[src/rtl/rgbm_pkg.sv]
// ----------------------------------------------------------------------------
// rgbm_pkg
// Shared constants and types of the per-channel median block.
// ----------------------------------------------------------------------------
package rgbm_pkg;

  localparam int MaxSamples = 64;
  localparam int SampleW    = 8;
  localparam int UsedW      = 7;
  localparam int CntW       = $clog2(MaxSamples + 1);
  localparam int DrainW     = $clog2(MaxSamples / 2 + 1);
  localparam int InDataW    = 3 * SampleW;
  localparam int OutDataW   = ((3 * SampleW + UsedW + 1 + 7) / 8) * 8;

  // per-cycle command shared by every cell of the chain
  typedef struct packed {
    logic ins;    // insert the broadcast sample in sorted order
    logic shift;  // move every entry one cell towards the head
    logic clr;    // empty the whole chain
  } cell_ctrl_t;

endpackage

[src/rtl/rgbm_cell.sv]
// ----------------------------------------------------------------------------
// rgbm_cell
// One sorting cell: holds one sample of one channel and trades it with its
// neighbours on insert and on shift-out.
// ----------------------------------------------------------------------------
module rgbm_cell import rgbm_pkg::*; (
  input  logic               clk_i,
  input  logic               rst_ni,
  input  cell_ctrl_t         ctrl_i,
  input  logic [SampleW-1:0] sample_i,
  input  logic               prev_gt_i,
  input  logic               prev_vld_i,
  input  logic [SampleW-1:0] prev_val_i,
  input  logic               next_vld_i,
  input  logic [SampleW-1:0] next_val_i,
  output logic               gt_o,
  output logic               vld_o,
  output logic [SampleW-1:0] val_o
);

  logic               vld_d, vld_q;
  logic [SampleW-1:0] val_d, val_q;

  // empty cells count as larger, so the chain stays sorted with holes at the tail
  assign gt_o  = !vld_q || (val_q > sample_i);
  assign vld_o = vld_q;
  assign val_o = val_q;

  always_comb begin
    vld_d = vld_q;
    val_d = val_q;
    if (ctrl_i.clr) begin
      vld_d = 1'b0;
    end else if (ctrl_i.shift) begin
      vld_d = next_vld_i;
      val_d = next_val_i;
    end else if (ctrl_i.ins && gt_o) begin
      if (prev_gt_i) begin
        vld_d = prev_vld_i;
        val_d = prev_val_i;
      end else begin
        vld_d = 1'b1;
        val_d = sample_i;
      end
    end
  end

  always_ff @(posedge clk_i or negedge rst_ni) begin
    if (!rst_ni) begin
      vld_q <= 1'b0;
    end else begin
      vld_q <= vld_d;
    end
  end

  always_ff @(posedge clk_i) begin
    val_q <= val_d;
  end

endmodule

[src/rtl/rgbm_chain.sv]
// ----------------------------------------------------------------------------
// rgbm_chain
// Row of sorting cells for one channel, ascending from the head cell.
// ----------------------------------------------------------------------------
module rgbm_chain import rgbm_pkg::*; (
  input  logic               clk_i,
  input  logic               rst_ni,
  input  cell_ctrl_t         ctrl_i,
  input  logic [SampleW-1:0] sample_i,
  output logic               head_vld_o,
  output logic [SampleW-1:0] head_val_o
);

  logic               gt  [MaxSamples];
  logic               vld [MaxSamples];
  logic [SampleW-1:0] val [MaxSamples];

  for (genvar i = 0; i < MaxSamples; i++) begin : g_cell
    logic               prev_gt, prev_vld, next_vld;
    logic [SampleW-1:0] prev_val, next_val;

    if (i == 0) begin : g_head
      assign prev_gt  = 1'b0;
      assign prev_vld = 1'b0;
      assign prev_val = '0;
    end else begin : g_body
      assign prev_gt  = gt[i-1];
      assign prev_vld = vld[i-1];
      assign prev_val = val[i-1];
    end

    if (i == MaxSamples - 1) begin : g_tail
      assign next_vld = 1'b0;
      assign next_val = '0;
    end else begin : g_inner
      assign next_vld = vld[i+1];
      assign next_val = val[i+1];
    end

    rgbm_cell u_cell (
      .clk_i      (clk_i),
      .rst_ni     (rst_ni),
      .ctrl_i     (ctrl_i),
      .sample_i   (sample_i),
      .prev_gt_i  (prev_gt),
      .prev_vld_i (prev_vld),
      .prev_val_i (prev_val),
      .next_vld_i (next_vld),
      .next_val_i (next_val),
      .gt_o       (gt[i]),
      .vld_o      (vld[i]),
      .val_o      (val[i])
    );
  end

  assign head_vld_o = vld[0];
  assign head_val_o = val[0];

endmodule

[config.mk]
export PLATFORM = sky130hd
export DESIGN_NAME = rgbm_chain
export DESIGN_NICKNAME = d
export VERILOG_FILES = /design/src/rtl/rgbm_pkg.sv /design/src/rtl/rgbm_cell.sv /design/src/rtl/rgbm_chain.sv
export SDC_FILE = /design/constraint.sdc
export NUM_CORES = 2
export LEC_CHECK = 0
export BUFFER_PORTS_ARGS = -buffer_cell sky130_fd_sc_hd__buf_2
export CORE_ASPECT_RATIO = 0.5
export CORE_MARGIN = 2
export CORE_UTILIZATION = 36
export CTS_CLUSTER_SIZE = 28
export DETAILED_ROUTE_END_ITERATION = 8
export PLACE_DENSITY = 0.49
export SYNTH_ARGS = -nofsm -noshare
export SYNTH_HDL_FRONTEND = slang
export SYNTH_HIERARCHICAL = 1
export SYNTH_SLANG_ARGS = --single-unit
[constraint.sdc]
create_clock -name clk_i -period 6.2 [get_ports clk_i]
set_input_delay 1.86 -clock clk_i [delete_from_list [all_inputs] [get_ports clk_i]]
set_output_delay 1.86 -clock clk_i [all_outputs]
set_load 0.005 [all_outputs]
==> results.md <==
- Layout cells sized above 1: 0.1377
- Die width: ~520 µm
- CP endpoint kind: flop
- TritonCTS buffer count: 67
- Max frequency: ~230 MHz
- Vias in the first global route: 36940
- Hold_buf cts: 0
- First-pass GRT wire length: roughly 210000 µm
- Crit-path max cell delay: 800 ps
- Max-cap violation count: 0
- Setup Buffers After CTS: 0
- Initial antenna violation count: 0
- Ys Warns: 6
- Overall Power: between 10000 and 15000 µW
- DR iter-0 viols: around 2500
- Crit Path Category: input pin to flop
- Slew HR: 0.2484
- Post-layout util: 0.4029
- Run status: finished clean
- Final Hold Vio Count: 0
- PD cells: ~240 nW/µm²
- Reg clk slew, reported paths: 60 ps
- DRC: 0
- Setup TNS: 0 ps
- Clk_skew: around 24 ps
- HP Class: flop to flop
- CTS Buffer Depth: 3
- Max-slew violations: 0
- Slew of the pin with the lowest slew margin: approximately 1100 ps
- Routed Antenna Nets: 0
- Starting Density: 0.3645
- Core Region: between 100000 and 150000 µm²
- IO Pins: 22
- Post-Synthesis Cells: between 4000 and 5000
- Crit path cell chain: buf_6 > buf_12 > inv_1 > ha_1 > nand4_1 > a21oi_2 > nor3_1 > o21ai_1 > nor2b_4 > o31a_1 > o311a_1 > a211oi_1
- Largest net degree at the start of global routing: ~150
- Total GRT Usage: 0.1974
- Die Area: ~130000 µm²
- Fill cell count: ~13000
- Detailed Route WL: 132700 µm
- CTS H-tree lvls: 3
- TritonCTS clock tree: yes
- CTS sink count: 576
- Pleak: between 0.02 and 0.03 µW
- Die Y: 259.9 µm
- Fin crit period: 4424 ps
- Clock latency on the worst-skew pair: 670 ps
- Routed len/inst: approximately 20 µm
- Layout area overhead: 10.52%
- Setup violators final: 0
- Post_cts resized: 0
- RSZ-0062 raised after global routing: no
- Critical path data arrival time: between 4000 and 5000 ps
- Root buffer cell: clkbuf_16
- Vias per cell: roughly 5.3
- Dpl hpwl: 93490 µm
- First-pass DRT Iterations: 6
- Final std cells w/o fill: between 6000 and 7000
- Period Utilization, post-route: 0.7136
- VDD IR max: 0.1874 mV
- Avg Cell Area, Syn: a little under 10 µm²
- Placed Cells: 6660
- Row count: between 90 and 100
- Startpoint types: input pin
- Crit path max fanout: just under 50
- GR Overflow Total: 0
- CP Data Required Time: between 6000 and 7000 ps
- Nets: 5497
- GP Congestion: ~0.83
- R2R setup slack: 3220 ps
- Pre-CTS setup slack: between 1000 and 1500 ps
- CP max stage cell: o21ai_1
- IO buf count: 21
- Via count: between 30000 and 40000
- Ant diodes: 0
- Post-synthesis cell area: between 40000 and 50000 µm²
- Setup ws final: between 1500 and 2000 ps
## per-layer routing
metal,vias to the layer above,share of wire,global-route usage
met5,-,0,0
met4,0,0.018,0.04436
met3,151,0.034,0.02174
met2,626,0.45,0.3163
met1,17520,0.50,0.2849
li1,17830,-,-
## worst paths after layout
kind                                            start                    endpoint  cells past startpoint
max                                       sample_i[6]     g_cell[28].u_cell/vld_o                     12
min                        g_cell[63].u_cell/val_o[6]  g_cell[62].u_cell/val_o[6]                      2
max reg2reg                g_cell[37].u_cell/val_o[1]     g_cell[38].u_cell/vld_o                     10
min reg2reg                g_cell[63].u_cell/val_o[6]  g_cell[62].u_cell/val_o[6]                      2
max in group asynchronous                      rst_ni      g_cell[5].u_cell/vld_o                      2
min in group asynchronous                      rst_ni     g_cell[24].u_cell/vld_o                      1
## placed cells by master, fill, tap and decap left out
cell type,n
conb_1,19
nor3_1,64
nor2b_4,128
a21oi_2,64
o311a_1,64
inv_6,3
buf_2,9
o31a_1,64
or2b_2,64
clkinvlp_4,3
ha_1,512
bufinv_16,8
o21ai_1,575
nand2_1,576
mux2i_1,512
dfrtp_1,64
buf_8,2
buf_6,9
o211ai_2,64
clkinv_2,8
nor2_1,192
clkbuf_8,2
inv_1,512
a211oi_1,64
o41ai_1,64
nor2b_1,64
nand3_1,64
clkinvlp_2,64
clkbuf_1,23
buf_4,169
clkinv_8,2
nand4_1,128
a21boi_1,64
edfxtp_1,512
clkbuf_16,69
a21oi_1,192
buf_12,24
clkinv_1,3
## cell type report
cell class | count | area [µm²] | share of cell area
Clock inverter | 27 | 372.9 | 0.007153
Timing Repair Buffer | 213 | 1926 | 0.03694
Clock buffer | 94 | 1841 | 0.03531
Multi-Input combinational cell | 3538 | 26570 | 0.5097
Inverter | 576 | 2242 | 0.04301
Tap cell | 1757 | 2198 | 0.04217
Sequential cell | 576 | 16980 | 0.3257
## where the power goes
group          switching (µW)  internal [µW]
registers                 478           4860
clock network            1810           2420
logic                    1690           1210
## per-stage QoR
step / instance area [µm²] / hold WS (ps)
after CTS: 52130 / 592.2
after detailed placement: 49910 / 572.4
after floorplan: 47230 / 531.7
final: 52130 / 593.2
after global routing: 52130 / 625.0
after global placement: 49910 / 582.1
## flip-flops by register name, indices dropped and copies added, names as in the netlist
name	cells
g_cell.u_cell/val_o	512
g_cell.u_cell/vld_o	64
## critical path: cells and delay by family
family | cells | cell delay, ps
AND/OR/NAND/NOR | 3 | 520
adder cells (fa/ha/maj) | 1 | 320
AO/OA/AOI/OAI | 5 | 1370
buffers and inverters | 3 | 830
Note: power is estimated with default switching activity, not from simulation.
